`src/rtl/core/vga_pkg.sv`:
```
`default_nettype none
// ----------------------------------------------------------------------------
// vga_pkg
// Shared types and constants of the voice group allocator.
// ----------------------------------------------------------------------------
package vga_pkg;

  localparam int DEF_MAX_GROUPS  = 4;
  localparam int DEF_SERIAL_BITS = 32;

  localparam int OP_W     = 2;
  localparam int NOTE_W   = 7;
  localparam int MASK_W   = 4;
  localparam int GROUP_W  = 2;
  localparam int ACTION_W = 2;
  localparam int ACTIVE_W = 3;

  localparam logic [ACTIVE_W-1:0] ACTIVE_RESET = 3'd1;

  typedef enum logic [OP_W-1:0] {
    OP_NOTE_ON  = 2'd0,
    OP_NOTE_OFF = 2'd1,
    OP_ALL_OFF  = 2'd2,
    OP_UNUSED   = 2'd3
  } op_t;

  typedef enum logic [ACTION_W-1:0] {
    ACT_IDLE  = 2'd0,
    ACT_REUSE = 2'd1,
    ACT_STEAL = 2'd2,
    ACT_NONE  = 2'd3
  } action_t;

  typedef struct packed {
    logic clear;
    logic stamp;
    logic release_grp;
  } grp_cmd_t;

  typedef struct packed {
    logic gate;
    logic env;
    logic note_eq;
  } scan_elem_t;

endpackage
`default_nettype wire

```
`src/rtl/core/vga_ifs.sv`:
```
`default_nettype none
// ----------------------------------------------------------------------------
// vga_ifs
// Valid/ready channels of the voice group allocator.
// ----------------------------------------------------------------------------
interface vga_in_if import vga_pkg::*; ();
  logic              valid;
  logic              ready;
  logic [OP_W-1:0]   operation;
  logic [NOTE_W-1:0] note;
  logic [MASK_W-1:0] env_active_mask;

  modport source (output valid, output operation, output note, output env_active_mask,
                  input ready);
  modport sink (input valid, input operation, input note, input env_active_mask,
                output ready);
endinterface

interface vga_out_if import vga_pkg::*; ();
  logic                valid;
  logic                ready;
  logic [GROUP_W-1:0]  group;
  logic                matched;
  logic [ACTION_W-1:0] action;

  modport source (output valid, output group, output matched, output action, input ready);
  modport sink (input valid, input group, input matched, input action, output ready);
endinterface

interface vga_cfg_if import vga_pkg::*; ();
  logic                valid;
  logic                ready;
  logic [ACTIVE_W-1:0] active_groups;

  modport source (output valid, output active_groups, input ready);
  modport sink (input valid, input active_groups, output ready);
endinterface
`default_nettype wire

```
`src/rtl/core/vga_group_regs.sv`:
```
`default_nettype none
// ----------------------------------------------------------------------------
// vga_group_regs
// Per-group gate, note and allocation serial storage with the serial counter.
// ----------------------------------------------------------------------------
module vga_group_regs import vga_pkg::*; #(
  parameter int MAX_GROUPS  = DEF_MAX_GROUPS,
  parameter int SERIAL_BITS = DEF_SERIAL_BITS,
  localparam int GW = (MAX_GROUPS > 1) ? $clog2(MAX_GROUPS) : 1
) (
  input  wire logic                   clk,
  input  wire logic                   rst_n,
  input  wire grp_cmd_t               cmd,
  input  wire logic [GW-1:0]          wr_idx,
  input  wire logic [NOTE_W-1:0]      wr_note,
  input  wire logic [GW-1:0]          rd_idx,
  output logic                        rd_gate,
  output logic [NOTE_W-1:0]           rd_note,
  output logic [SERIAL_BITS-1:0]      rd_serial
);

  logic                   gate_r   [MAX_GROUPS];
  logic [NOTE_W-1:0]      note_r   [MAX_GROUPS];
  logic [SERIAL_BITS-1:0] serial_r [MAX_GROUPS];
  logic [SERIAL_BITS-1:0] next_serial_r;

  always_ff @(posedge clk) begin
    if (!rst_n) begin
      for (int g = 0; g < MAX_GROUPS; g++) begin
        gate_r[g]   <= 1'b0;
        serial_r[g] <= '0;
      end
      next_serial_r <= SERIAL_BITS'(1);
    end else if (cmd.clear) begin
      for (int g = 0; g < MAX_GROUPS; g++) begin
        gate_r[g]   <= 1'b0;
        serial_r[g] <= '0;
      end
      next_serial_r <= SERIAL_BITS'(1);
    end else if (cmd.stamp) begin
      gate_r[wr_idx]   <= 1'b1;
      serial_r[wr_idx] <= next_serial_r;
      if (next_serial_r != '1) begin
        next_serial_r <= next_serial_r + SERIAL_BITS'(1);
      end
    end else if (cmd.release_grp) begin
      gate_r[wr_idx] <= 1'b0;
    end
  end

  always_ff @(posedge clk) begin
    if (cmd.clear) begin
      for (int g = 0; g < MAX_GROUPS; g++) begin
        note_r[g] <= '0;
      end
    end else if (cmd.stamp) begin
      note_r[wr_idx] <= wr_note;
    end else if (cmd.release_grp) begin
      note_r[wr_idx] <= '0;
    end
  end

  assign rd_gate   = gate_r[rd_idx];
  assign rd_note   = note_r[rd_idx];
  assign rd_serial = serial_r[rd_idx];

endmodule
`default_nettype wire

```
`src/rtl/core/vga_scan.sv`:
```
`default_nettype none
// ----------------------------------------------------------------------------
// vga_scan
// Shared serial comparator and best-candidate tracker, one group per cycle.
// ----------------------------------------------------------------------------
module vga_scan import vga_pkg::*; #(
  parameter int MAX_GROUPS  = DEF_MAX_GROUPS,
  parameter int SERIAL_BITS = DEF_SERIAL_BITS,
  localparam int GW = (MAX_GROUPS > 1) ? $clog2(MAX_GROUPS) : 1
) (
  input  wire logic                   clk,
  input  wire logic                   rst_n,
  input  wire logic                   start,
  input  wire logic                   step,
  input  wire logic                   note_off,
  input  wire scan_elem_t             elem,
  input  wire logic [GW-1:0]          elem_idx,
  input  wire logic [SERIAL_BITS-1:0] elem_serial,
  output logic                        found,
  output logic [GW-1:0]               best_idx,
  output action_t                     best_cls
);

  logic                   found_r;
  logic [GW-1:0]          best_idx_r;
  action_t                best_cls_r;
  logic [SERIAL_BITS-1:0] best_serial_r;

  logic    lt;
  logic    gt;
  action_t cls;
  logic    take;

  // One magnitude comparator serves both the oldest and the newest search.
  assign lt = elem_serial < best_serial_r;
  assign gt = elem_serial > best_serial_r;

  always_comb begin
    if (elem.gate) begin
      cls = ACT_STEAL;
    end else if (elem.env) begin
      cls = ACT_REUSE;
    end else begin
      cls = ACT_IDLE;
    end
    if (note_off) begin
      take = elem.gate && elem.note_eq && (!found_r || gt);
    end else begin
      take = !found_r || (cls < best_cls_r) ||
             ((cls == best_cls_r) && (cls != ACT_IDLE) && lt);
    end
  end

  always_ff @(posedge clk) begin
    if (!rst_n) begin
      found_r <= 1'b0;
    end else if (start) begin
      found_r <= 1'b0;
    end else if (step && take) begin
      found_r <= 1'b1;
    end
  end

  always_ff @(posedge clk) begin
    if (step && take) begin
      best_idx_r    <= elem_idx;
      best_cls_r    <= cls;
      best_serial_r <= elem_serial;
    end
  end

  assign found    = found_r;
  assign best_idx = best_idx_r;
  assign best_cls = best_cls_r;

endmodule
`default_nettype wire

```
`src/rtl/core/voice_group_allocator_core.sv`:
```
`default_nettype none
// ----------------------------------------------------------------------------
// voice_group_allocator_core
// Note-event voice group allocator with oldest-group stealing.
// ----------------------------------------------------------------------------
// Note events enter on in_bus (note on, note off, all notes off) together
// with the envelope activity mask. Each item yields exactly one result item on
// out_bus: the chosen or released group, a matched flag and the action taken.
// The group count is written on cfg_bus while the block is idle; a write that
// changes it clears all groups in the same cycle.
// A note-on or note-off scans the active groups one per cycle through a single
// shared serial comparator, then passes through ST_UPDATE to ST_OUT, where the
// result is presented. All notes off and the unused code go from acceptance
// straight to ST_UPDATE and then ST_OUT. One item is in flight at a time;
// in_bus.ready is high only when no item is held.
// The result stays in the output register while out_bus.ready is low, and no
// new item is accepted until it has been taken.
// Reset is synchronous and active low: group count 1, all gates and serials
// cleared, next serial 1.
// ----------------------------------------------------------------------------
module voice_group_allocator_core import vga_pkg::*; #(
  parameter int MAX_GROUPS  = DEF_MAX_GROUPS,
  parameter int SERIAL_BITS = DEF_SERIAL_BITS
) (
  input  wire logic  clk,
  input  wire logic  rst_n,
  vga_in_if.sink     in_bus,
  vga_out_if.source  out_bus,
  vga_cfg_if.sink    cfg_bus
);

  localparam int GW = (MAX_GROUPS > 1) ? $clog2(MAX_GROUPS) : 1;
  localparam int CW = $clog2(MAX_GROUPS + 1);

  typedef enum logic [3:0] {
    ST_IDLE   = 4'b0001,
    ST_SCAN   = 4'b0010,
    ST_UPDATE = 4'b0100,
    ST_OUT    = 4'b1000
  } state_t;

  state_t              st_r, st_nxt;
  op_t                 op_r;
  logic [NOTE_W-1:0]   note_r;
  logic [MASK_W-1:0]   mask_r;
  logic [GW-1:0]       idx_r, idx_nxt;
  logic [ACTIVE_W-1:0] active_r;
  logic [GROUP_W-1:0]  res_group_r;
  logic                res_matched_r;
  action_t             res_action_r;

  logic [CW-1:0]          n_cnt;
  logic                   in_acc;
  logic                   cfg_acc;
  logic                   last_idx;
  grp_cmd_t               cmd;
  logic                   rd_gate;
  logic [NOTE_W-1:0]      rd_note;
  logic [SERIAL_BITS-1:0] rd_serial;
  scan_elem_t             elem;
  logic                   found;
  logic [GW-1:0]          best_idx;
  action_t                best_cls;
  op_t                    in_op;

  assign in_op   = op_t'(in_bus.operation);
  assign in_acc  = in_bus.valid && in_bus.ready;
  assign cfg_acc = cfg_bus.valid && cfg_bus.ready;

  assign in_bus.ready  = (st_r == ST_IDLE);
  assign cfg_bus.ready = (st_r == ST_IDLE);

  always_comb begin
    if (active_r == '0) begin
      n_cnt = CW'(1);
    end else if (32'(active_r) > MAX_GROUPS) begin
      n_cnt = CW'(MAX_GROUPS);
    end else begin
      n_cnt = CW'(active_r);
    end
  end

  assign last_idx = (CW'(idx_r) + CW'(1)) == n_cnt;

  always_comb begin
    elem.gate    = rd_gate;
    elem.env     = (32'(idx_r) < MASK_W) ? mask_r[2'(idx_r)] : 1'b0;
    elem.note_eq = (rd_note == note_r);
  end

  always_comb begin
    st_nxt  = st_r;
    idx_nxt = idx_r;
    case (st_r)
      ST_IDLE: begin
        idx_nxt = '0;
        if (in_acc) begin
          if (in_op == OP_NOTE_ON || in_op == OP_NOTE_OFF) begin
            st_nxt = ST_SCAN;
          end else begin
            st_nxt = ST_UPDATE;
          end
        end
      end
      ST_SCAN: begin
        if (last_idx) begin
          st_nxt = ST_UPDATE;
        end else begin
          idx_nxt = idx_r + GW'(1);
        end
      end
      ST_UPDATE: st_nxt = ST_OUT;
      ST_OUT: begin
        if (out_bus.ready) begin
          st_nxt = ST_IDLE;
        end
      end
      default: st_nxt = ST_IDLE;
    endcase
  end

  always_comb begin
    cmd.clear       = cfg_acc && (cfg_bus.active_groups != active_r);
    cmd.stamp       = 1'b0;
    cmd.release_grp = 1'b0;
    if (st_r == ST_UPDATE) begin
      case (op_r)
        OP_NOTE_ON:  cmd.stamp = 1'b1;
        OP_NOTE_OFF: cmd.release_grp = found;
        OP_ALL_OFF:  cmd.clear = 1'b1;
        default: begin
        end
      endcase
    end
  end

  always_ff @(posedge clk) begin
    if (!rst_n) begin
      st_r     <= ST_IDLE;
      active_r <= ACTIVE_RESET;
    end else begin
      st_r <= st_nxt;
      if (cfg_acc) begin
        active_r <= cfg_bus.active_groups;
      end
    end
  end

  always_ff @(posedge clk) begin
    idx_r <= idx_nxt;
    if (in_acc) begin
      op_r   <= in_op;
      note_r <= in_bus.note;
      mask_r <= in_bus.env_active_mask;
    end
    if (st_r == ST_UPDATE) begin
      if (op_r == OP_NOTE_ON) begin
        res_group_r   <= GROUP_W'(best_idx);
        res_matched_r <= 1'b1;
        res_action_r  <= best_cls;
      end else if (op_r == OP_NOTE_OFF && found) begin
        res_group_r   <= GROUP_W'(best_idx);
        res_matched_r <= 1'b1;
        res_action_r  <= ACT_NONE;
      end else begin
        res_group_r   <= '0;
        res_matched_r <= 1'b0;
        res_action_r  <= ACT_NONE;
      end
    end
  end

  vga_group_regs #(
    .MAX_GROUPS  (MAX_GROUPS),
    .SERIAL_BITS (SERIAL_BITS)
  ) u_regs (
    .clk       (clk),
    .rst_n     (rst_n),
    .cmd       (cmd),
    .wr_idx    (best_idx),
    .wr_note   (note_r),
    .rd_idx    (idx_r),
    .rd_gate   (rd_gate),
    .rd_note   (rd_note),
    .rd_serial (rd_serial)
  );

  vga_scan #(
    .MAX_GROUPS  (MAX_GROUPS),
    .SERIAL_BITS (SERIAL_BITS)
  ) u_scan (
    .clk         (clk),
    .rst_n       (rst_n),
    .start       (in_acc),
    .step        (st_r == ST_SCAN),
    .note_off    (op_r == OP_NOTE_OFF),
    .elem        (elem),
    .elem_idx    (idx_r),
    .elem_serial (rd_serial),
    .found       (found),
    .best_idx    (best_idx),
    .best_cls    (best_cls)
  );

  assign out_bus.valid   = (st_r == ST_OUT);
  assign out_bus.group   = res_group_r;
  assign out_bus.matched = res_matched_r;
  assign out_bus.action  = res_action_r;

`ifndef SYNTHESIS
  a_no_accept_while_out: assert property (@(posedge clk) disable iff (!rst_n)
    out_bus.valid |-> !in_bus.ready)
    else $error("input accepted while a result is pending");

  a_note_event_scans: assert property (@(posedge clk) disable iff (!rst_n)
    (in_acc && (in_op == OP_NOTE_ON || in_op == OP_NOTE_OFF)) |=> (st_r == ST_SCAN))
    else $error("note event did not start a group scan");

  a_note_on_matched: assert property (@(posedge clk) disable iff (!rst_n)
    (out_bus.valid && op_r == OP_NOTE_ON) |-> (out_bus.matched && out_bus.action != ACT_NONE))
    else $error("note-on result without an assigned group");

  a_unmatched_is_none: assert property (@(posedge clk) disable iff (!rst_n)
    (out_bus.valid && !out_bus.matched) |-> (out_bus.action == ACT_NONE && out_bus.group == '0))
    else $error("unmatched result carries a group or action");
`endif

endmodule
`default_nettype wire

```
`src/flat_wrapper.sv`:
```
// flat-port wrapper written by rule: the top's interface ports become plain ports
module voice_group_allocator_core_flat import vga_pkg::*;
#(
  parameter int MAX_GROUPS  = DEF_MAX_GROUPS,
  parameter int SERIAL_BITS = DEF_SERIAL_BITS
)
  (clk, rst_n, in_bus_valid, in_bus_operation, in_bus_note, in_bus_env_active_mask, in_bus_ready, out_bus_valid, out_bus_group, out_bus_matched, out_bus_action, out_bus_ready, cfg_bus_valid, cfg_bus_active_groups, cfg_bus_ready);
  vga_in_if in_bus_i ();
  vga_out_if out_bus_i ();
  vga_cfg_if cfg_bus_i ();
  input  wire logic clk;
  input  wire logic rst_n;
  input wire logic [$bits(in_bus_i.valid)-1:0] in_bus_valid;
  input wire logic [$bits(in_bus_i.operation)-1:0] in_bus_operation;
  input wire logic [$bits(in_bus_i.note)-1:0] in_bus_note;
  input wire logic [$bits(in_bus_i.env_active_mask)-1:0] in_bus_env_active_mask;
  output wire logic [$bits(in_bus_i.ready)-1:0] in_bus_ready;
  output wire logic [$bits(out_bus_i.valid)-1:0] out_bus_valid;
  output wire logic [$bits(out_bus_i.group)-1:0] out_bus_group;
  output wire logic [$bits(out_bus_i.matched)-1:0] out_bus_matched;
  output wire logic [$bits(out_bus_i.action)-1:0] out_bus_action;
  input wire logic [$bits(out_bus_i.ready)-1:0] out_bus_ready;
  input wire logic [$bits(cfg_bus_i.valid)-1:0] cfg_bus_valid;
  input wire logic [$bits(cfg_bus_i.active_groups)-1:0] cfg_bus_active_groups;
  output wire logic [$bits(cfg_bus_i.ready)-1:0] cfg_bus_ready;
  assign in_bus_i.valid = in_bus_valid;
  assign in_bus_i.operation = in_bus_operation;
  assign in_bus_i.note = in_bus_note;
  assign in_bus_i.env_active_mask = in_bus_env_active_mask;
  assign in_bus_ready = in_bus_i.ready;
  assign out_bus_valid = out_bus_i.valid;
  assign out_bus_group = out_bus_i.group;
  assign out_bus_matched = out_bus_i.matched;
  assign out_bus_action = out_bus_i.action;
  assign out_bus_i.ready = out_bus_ready;
  assign cfg_bus_i.valid = cfg_bus_valid;
  assign cfg_bus_i.active_groups = cfg_bus_active_groups;
  assign cfg_bus_ready = cfg_bus_i.ready;
  voice_group_allocator_core #(.MAX_GROUPS(MAX_GROUPS), .SERIAL_BITS(SERIAL_BITS)) u_core (.clk(clk), .rst_n(rst_n), .in_bus(in_bus_i), .out_bus(out_bus_i), .cfg_bus(cfg_bus_i));
endmodule
```
`config.mk`:
```
export PLATFORM = sky130hd
export DESIGN_NAME = voice_group_allocator_core_flat
export DESIGN_NICKNAME = d
export VERILOG_FILES = /design/src/rtl/core/vga_pkg.sv /design/src/rtl/core/vga_ifs.sv /design/src/rtl/core/vga_group_regs.sv /design/src/rtl/core/vga_scan.sv /design/src/rtl/core/voice_group_allocator_core.sv /design/src/flat_wrapper.sv
export SDC_FILE = /design/constraint.sdc
export NUM_CORES = 1
export LEC_CHECK = 0
export BUFFER_PORTS_ARGS = -buffer_cell sky130_fd_sc_hd__buf_2
export CELL_PAD_IN_SITES_DETAIL_PLACEMENT = 0
export CELL_PAD_IN_SITES_GLOBAL_PLACEMENT = 1
export CORE_ASPECT_RATIO = 1.2
export CORE_MARGIN = 1.5
export CORE_UTILIZATION = 40
export CTS_BUF_LIST = sky130_fd_sc_hd__clkbuf_8
export CTS_CLUSTER_DIAMETER = 50
export DETAILED_ROUTE_END_ITERATION = 8
export GPL_ROUTABILITY_DRIVEN = 0
export PLACE_DENSITY_LB_ADDON = 0.1
export SYNTH_ARGS = -nofsm -noshare
export SYNTH_HDL_FRONTEND = slang
export SYNTH_SLANG_ARGS = --single-unit
```
`constraint.sdc`:
```
create_clock -name clk -period 7.22 [get_ports clk]
set_input_delay 0.361 -clock clk [delete_from_list [all_inputs] [get_ports clk]]
set_output_delay 0.361 -clock clk [all_outputs]
set_load 0.01 [all_outputs]
```
Word-level counts from Yosys, hierarchy flattened
Memory sizes are Yosys's and may differ from the RTL's. A register that Yosys moved wholly into a read port is not among the register bits.
Index checks and enable logic that the tools add are counted.
- bits in registers: 96
- memory bits (writable): 160
- output and inout bits: 8
- memories kept: 3
- add/subtract/negate cells: 3
- $lt $le $gt $ge: 5
- equal/unequal tests: 16
- multiplexer cells: 59
- bitwise operators: 11
- reduce and logical (&&, ||, !) cells: 27
- memory list (name ; words ; bits a word ; rd ports ; clocked after memory_dff ; wr ports ; line ; text):
    u_core.u_regs.serial_r ; 4 ; 32 ; 1 ; 1 ; 4 ; vga_group_regs.sv:24 ; logic [SERIAL_BITS-1:0] serial_r [MAX_GROUPS];
    u_core.u_regs.note_r ; 4 ; 7 ; 1 ; 1 ; 4 ; vga_group_regs.sv:23 ; logic [NOTE_W-1:0] note_r [MAX_GROUPS];
    u_core.u_regs.gate_r ; 4 ; 1 ; 1 ; 1 ; 4 ; vga_group_regs.sv:22 ; logic gate_r [MAX_GROUPS];
- operator list (cell ; count):
    32-bit 2-to-1 mux ; 5
    32-bit by 1-bit adder with 32-bit output, second input constant ; 1
    32-bit greater-than comparator ; 1
    32-bit < comparator ; 1
    1-bit 2-to-1 mux ; 32
    32-bit != test, second input constant ; 1
    32-bit OR reduction ; 1
    2-bit 2-to-1 mux ; 10
    4-bit one-hot mux with 4 select lines ; 1
    7-bit 2-to-1 mux ; 2
    3-bit 2-to-1 mux ; 4
    4-bit 2-to-1 mux ; 3
    1-bit bitwise OR ; 10
    1-bit logical AND ; 9
    7-bit == test ; 1
    7-bit OR reduction ; 1
    2-bit by 1-bit == test with 1-bit output, second input constant ; 2
    4-bit by 1-bit == test with 1-bit output, second input constant ; 1
    4-bit by 2-bit == test with 1-bit output, second input constant ; 1
    4-bit by 3-bit == test with 1-bit output, second input constant ; 1
    4-bit == test, second input constant ; 1
    2-bit zero test ; 2
    1-bit logical OR ; 4
    2-bit by 1-bit != test with 1-bit output, second input constant ; 2
    other kinds (20) ; 24

Longest topological paths before layout
- depth in word-level cells: 13
- gate-level depth with buffers: 11
- mapped depth without buffers: 9

Cells and area by module
From an unflattened synthesis, not the netlist that was laid out.
- cells, all modules: 911
- area, all modules: 11980.2 um^2
- modules (own cells, without submodules) (module ; instances ; cells an instance ; area each (um^2) ; seq. area each (um^2)):
    vga_group_regs ; 1 ; 639 ; 8692.1 ; 5415.2
    vga_scan ; 1 ; 173 ; 2065.7 ; 1101.1
    voice_group_allocator_core ; 1 ; 99 ; 1222.4 ; 740.7

Worst setup path before layout
OpenSTA, ideal clock, no wires.
- kind: register to register
- start: register with a tool-made name
- end: register u_core.u_scan.best_cls_r[0] (netlist: u_core.u_scan.best_cls[0]) (enable)
- setup time: 0.474 ns
- arrival: 5.281 ns
- required time: 6.746 ns
- path slack: 1.465 ns
- stages on the path, launching flop included: 12
- buffers on the path: 3
- period minus slack after synthesis: 5.755 ns
- cells stage by stage: dfxtp_1 > buf_2 > buf_2 > buf_2 > mux4_2 > ha_1 > nand4_1 > nor4_1 > a21boi_0 > o41ai_1 > and3_1 > nor3_1
- RTL lines (what ; line ; text):
    end signal, assigned ; vga_scan.sv:67 ; best_cls_r <= cls;
    end, declared ; vga_scan.sv:26 ; action_t best_cls_r;

==> impl_metrics.csv <==
group,metric,value,unit
setup_path,critical_path_arrival,4.90,ns
global_route,grtUsageTotal,0.182,
global_route,grt-ovfl-total,0,
sta,worstMarginPinSlew,1.24,ns
global_route,grt_pass1_wl,41800,µm
cells_and_area,antenna_cells,0,
routing,first_pass_iters,4,
synthesis,netlist_area,11700,µm²
die,io-pin-count,29,
setup_path,reg2reg_slack,2.51,ns
cells_and_area,nets,982,
synthesis,ys_ff_latch,258,
clocking,cts_tree,"done",
clocking,numClockSinks,258,
global_route,antenna_found_initial,0,
die,die_h,191,µm
clocking,root_buffer,"clkbuf_8",
routing,vias,6853,
synthesis,yosysSeqAreaShare,0.622,
setup_path,worstPathRequired,7.42,ns
cells_and_area,layout-drive-gt1-share,0.157,
die,dieArea,30400,µm²
cells_and_area,final_cells,1343,
hold_path,hold_class,"in2reg",
pwr,power_frac_clock,0.355,
sta,max_clock_freq,0.213,GHz
pwr,peakVddDrop,0.126,mV
synthesis,ys_async_sr_fraction,0,
die,die_x,159,µm
clocking,cts_buffer_depth,3,
sta,slew_headroom,0.163,
clocking,cts_resized,0,
global_route,grt_pass1_vias,7273,
clocking,post_cts.repair.setup_buffers,0,
cells_and_area,syn_to_final_growth,12.3,%
global_route,grt_start_max_net_pins,41,
clocking,htree_levels,2,
synthesis,avgSynthCellArea,13.5,µm²
place,hpwlAfterDp,16500,µm
die,initial_utilization,0.407,
pwr,power_leakage,4.90,nW
synthesis,synth.largest_area_cell,"edfxtp_1",
sta,drv_slew,0,
routing,drt_iter0_drc,373,
synthesis,synth_most_common_cell,"edfxtp_1",
pwr,p_sw_frac,0.252,
sta,timing.final.crit_share,0.652,
synthesis,synth_cell_type_count,51,
routing,avgViaCountPerCell,5.10,
synthesis,synthTopCellsByCount,"213 x edfxtp_1, 127 x and2_1, 69 x nor2_1",
cells_and_area,nFillCells,2617,
routing,wl,26500,µm
pwr,net-switching-power,0.000866,W
routing,antenna_left,0,
synthesis,synth_area_leaders,"edfxtp_1 55%, mux4_2 7.9%, dfxtp_1 7.7%",
sta,tns,0,ns
sta,skew,0.0343,ns
sta,finalSetupViolations,0,
setup_path,path_max_fanout,32,
setup_path,crit_path_start_kind,"register",
synthesis,synth_edf_count,213,
synthesis,synth_top_area_share,0.545,
pwr,intPower,0.00256,W
die,rows,68,
die,coreArea,28800,µm²
place,post-place-cells,1251,
clocking,clk-insertion-delay-late,0.58,ns
setup_path,crit_type,"reg2reg",
sta,fin_crit,4.71,ns
setup_path,critPathCaptureType,"register",
sta,rsz0062_at_grt,"false",
pwr,p_per_area,260,nW/µm²
synthesis,synth-main-ff-cell,"edfxtp_1",
run_status,status,"finished, final reports clean",
place,port_buffers,28,
sta,final_hold_viol_count,0,
synthesis,yosys_warnings,0,
routing,drt-wirelength-per-cell,19.7,µm
pwr,comb_power_share,0.118,
clocking,clk_pin_slew_worst_paths,0.05,ns
synthesis,synthCells,871,
clocking,numCtsBuffers,45,
job,maxCapViolations,0,
synthesis,syn_nets,928,
pwr,pwr-share-seq,0.527,
routing,drc,0,
## what timing repair did
item                                   CTS  global route
hold buffers                            12             0
endpoints found under the hold margin   12             0
setup endpoints to repair                0             0
## cells by family after synthesis
kind of cell    Yosys count  synth area share
mux                      43            0.0806
flops                   258             0.622
compound gates           55            0.0316
fa+ha+maj                36            0.0384
xor+xnor                 41            0.0306
simple gates            347             0.165
buf+inv                  91            0.0315
## per-layer routing
layer,vias up,part of all wire,GRT usage
li1,3272,-,-
met1,3406,0.43,0.223
met2,125,0.51,0.325
met3,50,0.038,0.0320
met4,0,0.025,0.0602
met5,-,0,0
## registers in the layout, indices dropped and copies added (netlist names), 3 cells and up, named ones only
register,count
u_core.u_regs.serial_r,128
u_core.mask_r,4
u_core.u_regs.note_r,28
u_core.u_regs.next_serial_r,32
u_core.note_r,7
u_core.active_r,3
u_core.u_regs.gate_r,4
u_core.u_scan.best_serial_r,32
u_core.st_r,4
## power by group through the flow
| stage | Sequential (W) | Clock [W] | Combinational (W) |
|---|---|---|---|
| 6_report | 0.00181 | 0.00122 | 0.000406 |
| 5_1_grt | 0.00182 | 0.00133 | 0.000453 |
| 4_1_cts | 0.00181 | 0.00126 | 0.000417 |
| 3_5_place_dp | 0.00184 | 0 | 0.000410 |
| 3_3_place_gp | 0.00183 | 0 | 0.000406 |
| 2_1_floorplan | 0.00181 | 0 | 0.000303 |
## cell usage in the layout (no fill, tap or decap), types with 16 or more instances in the layout
master and n:
edfxtp_1 213, and2_1 127, inv_1 71, nor2_1 69, clkbuf_8 47, dfxtp_1 43
mux4_2 41, nand2_1 40, ha_1 36, buf_2 28, xnor2_1 25, nand3_1 24
nor3_1 18, nand4_1 16, a21oi_1 16, xor2_1 16
## area by class of cell
cell class	count	area, µm²	share of cell area
inverter	49	184	0.0140
clock inverter	33	165	0.0125
clock buffer	47	647	0.0491
multi-input combinational	522	4070	0.309
tap	385	482	0.0366
timing repair buffer	49	328	0.0249
sequential	258	7300	0.554
## critical path, stage by stage (launching register included)
cell,delay [ns]
dfxtp_2,0.80
buf_4,0.57
mux4_2,0.58
ha_1,0.33
nand4_1,0.15
nor4_1,0.50
a21boi_0,0.23
o41ai_1,0.11
and3_1,0.20
nor3_2,0.35
buf_4,0.49
## worst paths after layout
kind                                               start                               to  cells past startpoint
worst max register to register                  register  u_core.u_scan.best_serial_r[25]                     10
worst max-delay path                            register  u_core.u_scan.best_serial_r[25]                     10
worst min-delay path            cfg_bus_active_groups[0]               u_core.active_r[0]                      3
worst min register to register   u_core.u_regs.gate_r[0]          u_core.u_regs.gate_r[0]                      2
## stage by stage
| stage | hold WS (ns) | cell area (µm²) | setup WS, ns | utilization | power (W) |
|---|---|---|---|---|---|
| floorplan | 0.460 | 11700 | 1.47 | - | 0.00211 |
| global placement | 0.481 | 12200 | 2.50 | 0.424 | 0.00224 |
| detailed placement | 0.485 | 12200 | 2.37 | 0.424 | 0.00225 |
| CTS | 0.0124 | 13200 | 2.33 | 0.457 | 0.00349 |
| global route | 0.0342 | 13200 | 1.99 | 0.457 | 0.00360 |
| finish | 0.0614 | 13200 | 2.51 | 0.457 | 0.00343 |
Power figures use the tool's default switching activity.
